--- src/hw/rtl/mtga_pkg.sv ---
// Shared types and constants for the multibyte text glyph addresser.
// No dependencies.
`timescale 1ns / 1ps

package mtga_pkg;

  localparam int ADDR_BITS_DEFAULT   = 20;
  localparam int QUEUE_DEPTH_DEFAULT = 4;
  localparam int HALF_FONT_BYTES     = 4096;

  localparam logic [1:0] MODE_ASCII = 2'd0;
  localparam logic [1:0] MODE_GB    = 2'd1;
  localparam logic [1:0] MODE_SJIS  = 2'd2;
  localparam logic [1:0] MODE_OFF   = 2'd3;

  localparam logic [1:0] STRIDE_CONTIG     = 2'd1;
  localparam logic [1:0] STRIDE_INTERLEAVE = 2'd2;

  localparam logic [2:0] REG_LANG_MODE = 3'd0;

  // Command record passed from front to back (address travels beside it).
  typedef struct packed {
    logic        font_select;
    logic        pair;
    logic [1:0]  row_stride;
    logic [15:0] pen_x;
    logic [15:0] row_y;
    logic [7:0]  color;
  } cmd_t;

endpackage

--- src/hw/rtl/mtga_front.sv ---
// Front end: accepts text bytes, tracks pen and lead byte, classifies and
// computes glyph addresses. Depends on mtga_pkg.
`timescale 1ns / 1ps

module mtga_front #(
  parameter int ADDR_BITS = mtga_pkg::ADDR_BITS_DEFAULT
) (
  input  logic                 clk,
  input  logic                 rst,
  input  logic [1:0]           lang_mode,
  input  logic                 s_tvalid,
  output logic                 s_tready,
  input  logic [55:0]          s_tdata,
  input  logic                 q_full,
  output logic                 push,
  output mtga_pkg::cmd_t       push_cmd,
  output logic [ADDR_BITS-1:0] push_addr
);

  localparam logic [ADDR_BITS-1:0] HalfFont = ADDR_BITS'(mtga_pkg::HALF_FONT_BYTES);

  logic [7:0]  lead_byte;
  logic [7:0]  lead_byte_next;
  logic [15:0] pen_x;
  logic [15:0] pen_x_next;

  logic [7:0]  code_byte;
  logic        first_of_string;
  logic [15:0] start_x;
  logic [15:0] row_y;
  logic [7:0]  color;
  logic        accept;
  logic [15:0] pen;
  logic        is_lead;
  logic        emit;

  logic signed [9:0]  lw;
  logic signed [9:0]  tw;
  logic signed [9:0]  k;
  logic signed [9:0]  t;
  logic signed [15:0] idx;
  logic [ADDR_BITS-1:0] idx_ext;
  logic [ADDR_BITS-1:0] pair_addr;
  logic [ADDR_BITS-1:0] single_addr;

  assign code_byte       = s_tdata[7:0];
  assign first_of_string = s_tdata[8];
  assign start_x         = s_tdata[24:9];
  assign row_y           = s_tdata[40:25];
  assign color           = s_tdata[48:41];

  assign s_tready = !q_full;
  assign accept   = s_tvalid && s_tready;

  assign lw = $signed({2'b00, lead_byte});
  assign tw = $signed({2'b00, code_byte});

  always_comb begin
    if (lang_mode == mtga_pkg::MODE_GB) begin
      k = lw - 10'sd161;
      t = tw - 10'sd161;
    end else begin
      if (lead_byte >= 8'h81 && lead_byte <= 8'h9f) begin
        k = (lw <<< 1) - 10'sd258;
      end else begin
        k = (lw <<< 1) - 10'sd386;
      end
      if (code_byte >= 8'h40 && code_byte <= 8'h7e) begin
        t = tw - 10'sd64;
      end else if (code_byte >= 8'h80 && code_byte <= 8'h9e) begin
        t = tw - 10'sd65;
      end else begin
        t = tw - 10'sd159;
        k = k + 10'sd1;
      end
    end
  end

  assign idx         = {{6{k[9]}}, k} * 16'sd94 + {{6{t[9]}}, t};
  assign idx_ext     = {{(ADDR_BITS-16){idx[15]}}, idx};
  assign pair_addr   = HalfFont + (idx_ext << 5);
  assign single_addr = {{(ADDR_BITS-12){1'b0}}, code_byte, 4'b0000};

  always_comb begin
    if (lang_mode == mtga_pkg::MODE_GB) begin
      is_lead = code_byte >= 8'h81 && code_byte <= 8'hfe;
    end else begin
      is_lead = (code_byte >= 8'h81 && code_byte <= 8'h9f) ||
                (code_byte >= 8'he0 && code_byte <= 8'hfc);
    end
  end

  always_comb begin
    pen            = first_of_string ? start_x : pen_x;
    pen_x_next     = (code_byte != 8'd0) ? pen + 16'd8 : pen;
    lead_byte_next = lead_byte;
    emit           = 1'b0;
    push_cmd.font_select = 1'b1;
    push_cmd.pair        = 1'b0;
    push_cmd.row_stride  = mtga_pkg::STRIDE_CONTIG;
    push_cmd.pen_x       = pen;
    push_cmd.row_y       = row_y;
    push_cmd.color       = color;
    push_addr            = single_addr;
    if (code_byte != 8'd0) begin
      case (lang_mode)
        mtga_pkg::MODE_ASCII: begin
          emit = 1'b1;
          push_cmd.font_select = 1'b0;
        end
        mtga_pkg::MODE_GB, mtga_pkg::MODE_SJIS: begin
          if (lead_byte == 8'd0) begin
            if (is_lead) begin
              lead_byte_next = code_byte;
            end else begin
              emit = 1'b1;
            end
          end else begin
            lead_byte_next = 8'd0;
            emit           = 1'b1;
            push_cmd.pair  = 1'b1;
            push_addr      = pair_addr;
            if (lang_mode == mtga_pkg::MODE_GB) begin
              push_cmd.row_stride = mtga_pkg::STRIDE_INTERLEAVE;
            end
          end
        end
        default: begin
        end
      endcase
    end
  end

  assign push = accept && emit;

  always_ff @(posedge clk) begin
    if (rst) begin
      lead_byte <= 8'd0;
      pen_x     <= 16'd0;
    end else if (accept) begin
      lead_byte <= lead_byte_next;
      pen_x     <= pen_x_next;
    end
  end

endmodule

--- src/hw/rtl/mtga_queue.sv ---
// Short command queue between front and back end.
// Depends on mtga_pkg for the command record type.
`timescale 1ns / 1ps

module mtga_queue #(
  parameter int ADDR_BITS = mtga_pkg::ADDR_BITS_DEFAULT,
  parameter int DEPTH     = mtga_pkg::QUEUE_DEPTH_DEFAULT
) (
  input  logic                 clk,
  input  logic                 rst,
  input  logic                 push,
  input  mtga_pkg::cmd_t       push_cmd,
  input  logic [ADDR_BITS-1:0] push_addr,
  input  logic                 pop,
  output logic                 full,
  output logic                 empty,
  output mtga_pkg::cmd_t       head_cmd,
  output logic [ADDR_BITS-1:0] head_addr
);

  localparam int PW = $clog2(DEPTH);
  localparam int CW = $clog2(DEPTH + 1);

  mtga_pkg::cmd_t       cmd_mem  [DEPTH];
  logic [ADDR_BITS-1:0] addr_mem [DEPTH];
  logic [PW-1:0]        wr_ptr;
  logic [PW-1:0]        rd_ptr;
  logic [CW-1:0]        count;

  assign full      = count == CW'(DEPTH);
  assign empty     = count == '0;
  assign head_cmd  = cmd_mem[rd_ptr];
  assign head_addr = addr_mem[rd_ptr];

  always_ff @(posedge clk) begin
    if (push) begin
      cmd_mem[wr_ptr]  <= push_cmd;
      addr_mem[wr_ptr] <= push_addr;
    end
  end

  always_ff @(posedge clk) begin
    if (rst) begin
      wr_ptr <= '0;
      rd_ptr <= '0;
      count  <= '0;
    end else begin
      if (push) begin
        wr_ptr <= (wr_ptr == PW'(DEPTH - 1)) ? '0 : wr_ptr + 1'b1;
      end
      if (pop) begin
        rd_ptr <= (rd_ptr == PW'(DEPTH - 1)) ? '0 : rd_ptr + 1'b1;
      end
      if (push && !pop) begin
        count <= count + 1'b1;
      end else if (pop && !push) begin
        count <= count - 1'b1;
      end
    end
  end

endmodule

--- src/hw/rtl/mtga_back.sv ---
// Back end: expands queued commands into one or two output transactions
// through a registered output stage. Depends on mtga_pkg.
`timescale 1ns / 1ps

module mtga_back #(
  parameter int ADDR_BITS = mtga_pkg::ADDR_BITS_DEFAULT
) (
  input  logic                 clk,
  input  logic                 rst,
  input  logic                 empty,
  input  mtga_pkg::cmd_t       head_cmd,
  input  logic [ADDR_BITS-1:0] head_addr,
  output logic                 pop,
  output logic                 m_tvalid,
  input  logic                 m_tready,
  output logic [((ADDR_BITS+42+7)/8)*8-1:0] m_tdata,
  output logic                 m_tuser,
  output logic                 m_tlast
);

  localparam int PayW = ADDR_BITS + 42;
  localparam int OutW = ((ADDR_BITS + 42 + 7) / 8) * 8;

  logic                 phase;
  logic                 load;
  logic                 first_half;
  logic [ADDR_BITS-1:0] inc;

  logic [ADDR_BITS-1:0] out_addr;
  logic [1:0]           out_stride;
  logic [15:0]          out_x;
  logic [15:0]          out_y;
  logic [7:0]           out_color;

  assign load       = !empty && (!m_tvalid || m_tready);
  assign first_half = head_cmd.pair && !phase;
  assign pop        = load && !first_half;
  assign inc        = (head_cmd.row_stride == mtga_pkg::STRIDE_INTERLEAVE) ?
                      ADDR_BITS'(1) : ADDR_BITS'(16);

  always_ff @(posedge clk) begin
    if (rst) begin
      m_tvalid <= 1'b0;
      phase    <= 1'b0;
    end else begin
      if (load) begin
        m_tvalid <= 1'b1;
        phase    <= first_half;
      end else if (m_tready) begin
        m_tvalid <= 1'b0;
      end
    end
  end

  always_ff @(posedge clk) begin
    if (load) begin
      out_addr   <= phase ? head_addr + inc : head_addr;
      out_stride <= head_cmd.row_stride;
      out_x      <= first_half ? head_cmd.pen_x - 16'd8 : head_cmd.pen_x;
      out_y      <= head_cmd.row_y;
      out_color  <= head_cmd.color;
      m_tuser    <= head_cmd.font_select;
      m_tlast    <= !first_half;
    end
  end

  assign m_tdata = {{(OutW-PayW){1'b0}}, out_color, out_y, out_x, out_stride, out_addr};

endmodule

--- src/hw/rtl/multibyte_text_glyph_addresser.sv ---
// Multibyte text glyph addresser: text bytes in, glyph draw commands out.
// Uses mtga_pkg, mtga_front, mtga_queue and mtga_back.
//
// Usage:
//   Input stream (s_*): one text byte per transaction with pen and color
//   info. Output stream (m_*): glyph draw commands; tlast marks the final
//   command of a byte, tuser is the font select. APB port: register
//   lang_mode at address 0 (0 ascii, 1 gb2312, 2 shift-jis, 3 off); write
//   only while the block is idle.
//   Throughput: one byte per cycle while the queue is not full. A lead
//   byte gives no command and its trail gives two, so the single output
//   register keeps up with the input on average; the four-entry command
//   queue absorbs the burst. A command appears on m_* after the queue
//   write and then the output register load.
//   Reset clears pen x, the pending lead byte, the queue and lang_mode.
//   When the receiver stalls, the output register holds its command, the
//   queue fills and s_tready drops once the queue is full.
`timescale 1ns / 1ps

module multibyte_text_glyph_addresser #(
  parameter int ADDR_BITS   = mtga_pkg::ADDR_BITS_DEFAULT,
  parameter int QUEUE_DEPTH = mtga_pkg::QUEUE_DEPTH_DEFAULT
) (
  input  logic        clk,
  input  logic        rst,
  input  logic        s_tvalid,
  output logic        s_tready,
  // code_byte[7:0], first_of_string[8], start_x[24:9], row_y[40:25], color[48:41]
  input  logic [55:0] s_tdata,
  output logic        m_tvalid,
  input  logic        m_tready,
  // glyph_address, row_stride, draw_x, draw_y, draw_color (from bit 0 up)
  output logic [((ADDR_BITS+42+7)/8)*8-1:0] m_tdata,
  // font_select
  output logic        m_tuser,
  output logic        m_tlast,
  input  logic        psel,
  input  logic        penable,
  input  logic        pwrite,
  input  logic [2:0]  paddr,
  input  logic [31:0] pwdata,
  output logic [31:0] prdata,
  output logic        pready
);

  logic [1:0]           lang_mode;
  logic                 q_full;
  logic                 q_empty;
  logic                 push;
  logic                 pop;
  mtga_pkg::cmd_t       push_cmd;
  mtga_pkg::cmd_t       head_cmd;
  logic [ADDR_BITS-1:0] push_addr;
  logic [ADDR_BITS-1:0] head_addr;
  logic                 mode_sel;

  assign pready   = 1'b1;
  assign mode_sel = {paddr[2], 2'b00} == mtga_pkg::REG_LANG_MODE;
  assign prdata   = mode_sel ? {30'd0, lang_mode} : 32'd0;

  always_ff @(posedge clk) begin
    if (rst) begin
      lang_mode <= mtga_pkg::MODE_ASCII;
    end else if (psel && penable && pwrite && pready && mode_sel) begin
      lang_mode <= pwdata[1:0];
    end
  end

  mtga_front #(.ADDR_BITS(ADDR_BITS)) u_front (
    .clk       (clk),
    .rst       (rst),
    .lang_mode (lang_mode),
    .s_tvalid  (s_tvalid),
    .s_tready  (s_tready),
    .s_tdata   (s_tdata),
    .q_full    (q_full),
    .push      (push),
    .push_cmd  (push_cmd),
    .push_addr (push_addr)
  );

  mtga_queue #(.ADDR_BITS(ADDR_BITS), .DEPTH(QUEUE_DEPTH)) u_queue (
    .clk       (clk),
    .rst       (rst),
    .push      (push),
    .push_cmd  (push_cmd),
    .push_addr (push_addr),
    .pop       (pop),
    .full      (q_full),
    .empty     (q_empty),
    .head_cmd  (head_cmd),
    .head_addr (head_addr)
  );

  mtga_back #(.ADDR_BITS(ADDR_BITS)) u_back (
    .clk       (clk),
    .rst       (rst),
    .empty     (q_empty),
    .head_cmd  (head_cmd),
    .head_addr (head_addr),
    .pop       (pop),
    .m_tvalid  (m_tvalid),
    .m_tready  (m_tready),
    .m_tdata   (m_tdata),
    .m_tuser   (m_tuser),
    .m_tlast   (m_tlast)
  );

endmodule

--- config.mk ---
export PLATFORM = sky130hd
export DESIGN_NAME = multibyte_text_glyph_addresser
export DESIGN_NICKNAME = d
export VERILOG_FILES = /design/src/hw/rtl/mtga_pkg.sv /design/src/hw/rtl/mtga_front.sv /design/src/hw/rtl/mtga_queue.sv /design/src/hw/rtl/mtga_back.sv /design/src/hw/rtl/multibyte_text_glyph_addresser.sv
export SDC_FILE = /design/constraint.sdc
export NUM_CORES = 1
export LEC_CHECK = 0
export ABC_AREA = 1
export BUFFER_PORTS_ARGS = -buffer_cell sky130_fd_sc_hd__buf_2
export CELL_PAD_IN_SITES_DETAIL_PLACEMENT = 2
export CELL_PAD_IN_SITES_GLOBAL_PLACEMENT = 2
export CORE_ASPECT_RATIO = 0.8
export CORE_MARGIN = 5
export CORE_UTILIZATION = 38
export CTS_CLUSTER_SIZE = 25
export DETAILED_ROUTE_END_ITERATION = 8
export PLACE_DENSITY_LB_ADDON = 0.2
export SYNTH_ARGS = -nofsm -noshare
export SYNTH_HDL_FRONTEND = slang
export SYNTH_HIERARCHICAL = 1
export SYNTH_SLANG_ARGS = --single-unit
--- constraint.sdc ---
create_clock -name clk -period 7.85 [get_ports clk]
set_clock_uncertainty 0.2 [all_clocks]
set_input_delay 1.57 -clock clk [delete_from_list [all_inputs] [get_ports clk]]
set_output_delay 1.57 -clock clk [all_outputs]
set_load 0.005 [all_outputs]
* Word level (Yosys, flattened, before mapping)
Memories as Yosys holds them, arrays and structs flattened. A register that Yosys moved wholly into a read port is not among the register bits.
Index checks and enable logic that the tools add are counted.
** Operators by class
- Add/subtract/negate cells :: 17
- $mul :: 1
- $lt $le $gt $ge :: 11
- Equality and inequality tests :: 7
- Muxes and demuxes :: 41
- Bitwise gates (word level) :: 1
- Reductions and logical operators :: 33
** Operators with widths (number)
- 10-bit two-way mux :: 8
- 20-bit two-way mux :: 4
- 16-bit two-way mux :: 3
- 8-bit less-or-equal comparator (second input constant) :: 5
- 8-bit >= comparator (second input constant) :: 4
- 8-bit by 8-bit subtractor with 9-bit output (second input constant) :: 3
- 13-bit by 20-bit adder with 20-bit output (first input constant) :: 1
- 20-bit adder :: 1
- 9-bit by 9-bit subtractor with 10-bit output (second input constant) :: 2
- 8-bit by 7-bit subtractor with 9-bit output (second input constant) :: 2
- 16-bit by 4-bit adder with 16-bit output (second input constant) :: 1
- 1-bit logical AND :: 16
- 16-bit by 6-bit multiplier with 14-bit output (second input constant) :: 1
- 2-bit two-way mux :: 8
- 8-bit two-way mux :: 2
- 16-bit by 4-bit subtractor with 16-bit output (second input constant) :: 1
- 15-bit adder :: 1
- 3-bit two-way mux :: 4
- 10-bit by 2-bit adder with 10-bit output (second input constant) :: 1
- 1-bit two-way mux :: 9
- 2-bit == test (second input constant) :: 4
- 8-bit by 7-bit >= comparator with 1-bit output (second input constant) :: 1
- 8-bit by 7-bit less-or-equal comparator with 1-bit output (second input constant) :: 1
- 8-bit zero test :: 1
- 18 further kinds :: 27
** Word-level totals
- Flip-flop bits (word level) :: 99
- Memory bits (writable) :: 256
- Input bits :: 98
- Memories kept :: 2
** Memories
- u_queue.cmd_mem :: depth 4, bits a word 44, read ports 1, clocked after memory_dff 1, wr ports 1, RTL line mtga_queue.sv:24 : mtga_pkg::cmd_t cmd_mem [DEPTH];
- u_queue.addr_mem :: depth 4, bits a word 20, read ports 1, clocked after memory_dff 1, wr ports 1, RTL line mtga_queue.sv:25 : logic [ADDR_BITS-1:0] addr_mem [DEPTH];

* Longest topological paths before layout
- Depth after elaboration :: 14
- Mapped depth :: 40
- Depth with buffers taken out :: 40

* By module
The synthesis kept the hierarchy.
** By module, submodules not included
- mtga_queue :: instances 1, cells each 678, area each 9959.6 um^2, seq. area each 7867.5 um^2
- mtga_front :: instances 1, cells each 803, area each 5158.7 um^2, seq. area each 480.5 um^2
- mtga_back :: instances 1, cells each 292, area each 3040.4 um^2, seq. area each 1961.9 um^2
- multibyte_text_glyph_addresser :: instances 1, cells each 57, area each 370.4 um^2, seq. area each 40.0 um^2

* Worst setup path before layout
OpenSTA, ideal clock, no wires.
- Path kind :: input to register
- From :: input s_tdata[6]
- To :: memory u_queue/addr_mem[0][19] (netlist bit), data pin
- Setup time :: 0.262 ns
- Arrival time :: 6.400 ns
- Required time :: 7.388 ns
- Path slack :: 0.988 ns
- Cell stages on the path :: 36
- Path through :: inv_1 > ha_1 > nand2_1 > nand2_1 > inv_1 > nand2_1 > nand2_2 > nand2_4 > nand2_1 > nor2_1 > a21oi_1 > inv_1 > ha_1 > inv_1 > fa_1 > fa_1 > inv_1 > ha_1 > inv_1 > nor3_1 > a21o_1 > nand2_1 > a31oi_1 > xor2_1 > inv_1 > ha_1 > inv_1 > nor3_1 > nand3_1 > nand4_1 > xor2_1 > nor2_1 > nand3_1 > nor2_1 > a21oi_1 > nor2_1
** Between the ends
- Cells in the longest elaborated chain, start to end :: 11
- Elaborated cells between the ends (all ways) :: 23
** RTL lines
- from (decl) :: RTL line multibyte_text_glyph_addresser.sv:29 : input logic [55:0] s_tdata,
- 8-bit >= comparator or 8-bit less-or-equal comparator (tied branches) :: RTL line mtga_front.sv:70 : end else if (code_byte >= 8'h80 && code_byte <= 8'h9e) begin
- 1-bit logical AND :: RTL line mtga_front.sv:70
- 10-bit two-way mux :: RTL line mtga_front.sv:70
- 10-bit two-way mux :: RTL line mtga_front.sv:68 : if (code_byte >= 8'h40 && code_byte <= 8'h7e) begin
- 10-bit two-way mux :: RTL line mtga_front.sv:59 : if (lang_mode == mtga_pkg::MODE_GB) begin
- 16-bit by 6-bit multiplier with 14-bit output :: RTL line mtga_front.sv:79 : assign idx = {{6{k[9]}}, k} * 16'sd94 + {{6{t[9]}}, t};
- 15-bit adder :: RTL line mtga_front.sv:79
- 13-bit by 20-bit adder with 20-bit output :: RTL line mtga_front.sv:81 : assign pair_addr = HalfFont + (idx_ext << 5);
- 20-bit two-way mux :: RTL line mtga_front.sv:112 : if (lead_byte == 8'd0) begin
- 20-bit two-way mux :: RTL line mtga_front.sv:106 : case (lang_mode)
- 20-bit two-way mux * :: RTL line mtga_front.sv:105 : if (code_byte != 8'd0) begin
- net push_addr[19] :: RTL line multibyte_text_glyph_addresser.sv:53 : logic [ADDR_BITS-1:0] push_addr;
- to (decl) :: RTL line mtga_queue.sv:25
Mark *: on every way through the listed nets, which the timed path passes. The rest lies on a longest branch.

* Worst setup path after layout
- From :: input s_tdata[7]
- To :: memory u_queue/addr_mem[3][18] (netlist bit), data pin
Same word-level chain as after synthesis.

==> flow_summary_export.csv <==
group,metric,value,unit
synthesis,yosysTopAreaCell,"edfxtp_1",
synthesis,synth_cell_types,54,
timing,drv_slew,0,
detailed_routing,vias_per_cell,5.25,
synthesis,yosysWarnings,6,
global_route,grt_pass1_wl,88.7,mm
setup_path,cp.required,7920,ps
synthesis,synth_seq_cells,357,
cts,insertion_delay,530,ps
power_and_ir_drop,power_per_cell_area,497,nW/um^2
setup_path,worstSetupPathType,"in -> reg",
cts,cts_tree,"built",
timing,relSlewSlack,0.248,
cts,cts_sinks,357,
synthesis,yosysSeqAreaShare,0.559,
cells_and_area,regArea,10400,um^2
floorplanning,floorplan.io_pins,199,
cells_and_area,layout.nets,2119,
setup_path,crit_path_start_kind,"primary input",
floorplanning,std_cell_rows,72,
placed_design,dp_worst_setup_slack,3.65,ps
detailed_routing,drc_errors,0,
timing,setup_slack,642,ps
synthesis,synth_simple_gate_area_frac,0.145,
power_and_ir_drop,ir_drop,0.577,mV
synthesis,synth_top_family_by_area,"simple AND/OR/NAND/NOR gates",
setup_path,critPathSlowestCell,"fa_1",
setup_path,max_stage_delay,480,ps
timing,period_needed,7210,ps
floorplanning,die_area,53300,um^2
detailed_routing,first_pass_iters,4,
synthesis,synth_most_common_cell,"edfxtp_1",
floorplanning,fp.dieW,257,um
min_path,hold_class,"reg -> reg",
timing,finalSetupViolations,0,
synthesis,synth_edf_count,320,
global_route,grt_max_degree,89,
cts,cts_setup_buffers,0,
floorplanning,die_h,208,um
global_route,grt_overflow,0,
synthesis,synthAdderAreaFrac,0.0696,
timing,period_share,0.918,
synthesis,ys.flop_type,"edfxtp_1",
timing,fin_setup_tns,0,ps
detailed_routing,wl_per_cell,22.0,um
synthesis,synth_compound_area_frac,0.108,
power_and_ir_drop,power,0.0103,W
timing,rsz0062_at_grt,"false",
cts,cts-root-buf,"clkbuf_16",
floorplanning,start_util,0.384,
timing,finalHoldViolCount,0,
synthesis,muxShareOfSynthArea,0.00115,
synthesis,async_reset_ff_frac,0,
placed_design,place.port_buffers,126,
cts,cts_max_path_buffers,3,
synthesis,synth-xor-area-share,0.0213,
detailed_routing,ant_nets,0,
floorplanning,design.core.area,48300,um^2
placed_design,routabilityCongestion,0.819,
cells_and_area,syn_to_final_growth,11.3,%
timing,worst_hold_slack,262,ps
synthesis,yosysTopAreaCellShare,0.519,
timing,max_freq,139,MHz
cells_and_area,drive_above_1_share,0.146,
cts,cts_max_level,2,
placed_design,hpwlAfterDp,39.5,mm
synthesis,synth.top_cells.by_count,"320 x edfxtp_1, 230 x nor2_1, 227 x nand2_1",
setup_path,cpMostUsedCell,"nand2_1",
setup_path,cp_data_arrival_time,7270,ps
flow_run,drv_cap,0,
detailed_routing,routed_wl,57.1,mm
global_route,antenna_found_initial,1,
cts,path_clk_slew,60,ps
synthesis,synth.avg_cell_area,10.1,um^2
setup_path,critical_path.max_fanout,7,
cells_and_area,n_fill_cell,5184,
outcome,status,"finished, final reports clean",
power_and_ir_drop,power.leakage,8.42,nW
synthesis,synth_area_leaders,"edfxtp_1 52%, nor2_1 4.7%, nand2_1 4.6%",
setup_path,crit_path_end_kind,"register",
global_route,grt.total_usage,0.209,
timing,tightest_slew,1130,ps
cells_and_area,multi_input_area,6540,um^2
synthesis,synthCells,1830,
detailed_routing,drt_iter0_markers,615,
synthesis,netlist_area,18500,um^2
global_route,grt_pass1_vias,15306,
detailed_routing,vias,13592,
cts,cts_buffers,39,
[cells in the final DEF, fill, tap and decap left out, drive strengths merged, types with 5 or more instances in the layout]
master / n
nor2: 243
edfxtp: 320
buf: 153
a21oi: 60
dfxtp: 37
nor3: 29
xnor2: 9
a21o: 5
xor2: 36
nand3b: 6
nand2: 241
nand4: 17
conb: 37
clkbuf: 48
nand3: 69
a211oi: 5
inv: 238
o22ai: 67
fa: 25
ha: 63
clkinv: 16
o21ai: 204
[power breakdown]
| part | leakage, nW | total [W] | internal (W) | switching (W) |
|---|---|---|---|---|
| combinational | 4.55 | 0.00573 | 0.00197 | 0.00376 |
| sequential | 3.29 | 0.00273 | 0.00256 | 0.000175 |
| clock | 0.583 | 0.00179 | 0.00104 | 0.000746 |
[flip-flops by register name (all words and copies together), names as in the netlist, named ones only]
register           count
lang_mode              2
u_back/m_tlast         1
u_back/m_tuser         1
u_back/m_tvalid        1
u_back/out_addr       20
u_back/out_color       8
u_back/out_stride      2
u_back/out_x          16
u_back/out_y          16
u_back/phase           1
u_front/lead_byte      8
u_front/pen_x         16
u_queue/addr_mem      80
u_queue/cmd_mem      176
u_queue/count          3
u_queue/rd_ptr         2
u_queue/wr_ptr         2
[final cells by class]
type / count / share of cell area
flip-flops and latches: 357 / 0.502
clock inverters: 21 / 0.00952
well taps: 629 / 0.0382
repair buffers: 153 / 0.0404
inverters: 238 / 0.0437
clock buffers: 48 / 0.0490
multi-input cells: 1144 / 0.317
diodes: 1 / 0.000121
[worst max-delay path, delay by kind of cell]
kind                       cells  cell delay, ps
adders and majority gates      7            2030
and+or+nand+nor               15            1650
buffers and inverters          8             840
AOI/OAI and AO/OA              3             650
xor gates and xnor gates       2             520
[logic make-up after synthesis]
group           count (synthesis)
simple gates                  613
buf+inv                       362
compound gates                359
flops                         357
fa+ha+maj                      88
xor+xnor                       45
other cells                     4
mux                             2
[worst paths after layout]
path | cells after the start | slack [ps] | from | to
worst min register to register | 2 | 260 | u_front/pen_x[13] | u_front/pen_x[13]
worst min-delay path | 2 | 260 | u_front/pen_x[13] | u_front/pen_x[13]
worst max register to register | 38 | 710 | u_front/lead_byte[1] | u_queue/addr_mem[3][19]
worst max-delay path | 35 | 640 | s_tdata[7] | u_queue/addr_mem[3][18]
[per-stage QoR]
| step | util | instance area [um^2] | instances |
|---|---|---|---|
| global route | 0.427 | 20600 | 2591 |
| global placement | 0.402 | 19400 | 2521 |
| detailed placement | 0.402 | 19400 | 2521 |
| floorplan | - | 18700 | 1863 |
| CTS | 0.427 | 20600 | 2590 |
| finish | 0.427 | 20600 | 2591 |
[repair_timing]
action	4_1_cts	5_1_grt
hold buffers	0	0
setup endpoints to repair	0	8
gates resized for setup	0	5
[routing by layer]
metal | routed length, um | vias up | GRT usage
met5 | 0 | - | 0
met1 | 25500 | 6960 | 0.273
met2 | 28800 | 220 | 0.373
li1 | - | 6344 | -
met3 | 1670 | 68 | 0.0260
met4 | 1110 | 0 | 0.0453
Note: power is estimated with default switching activity, not from simulation.
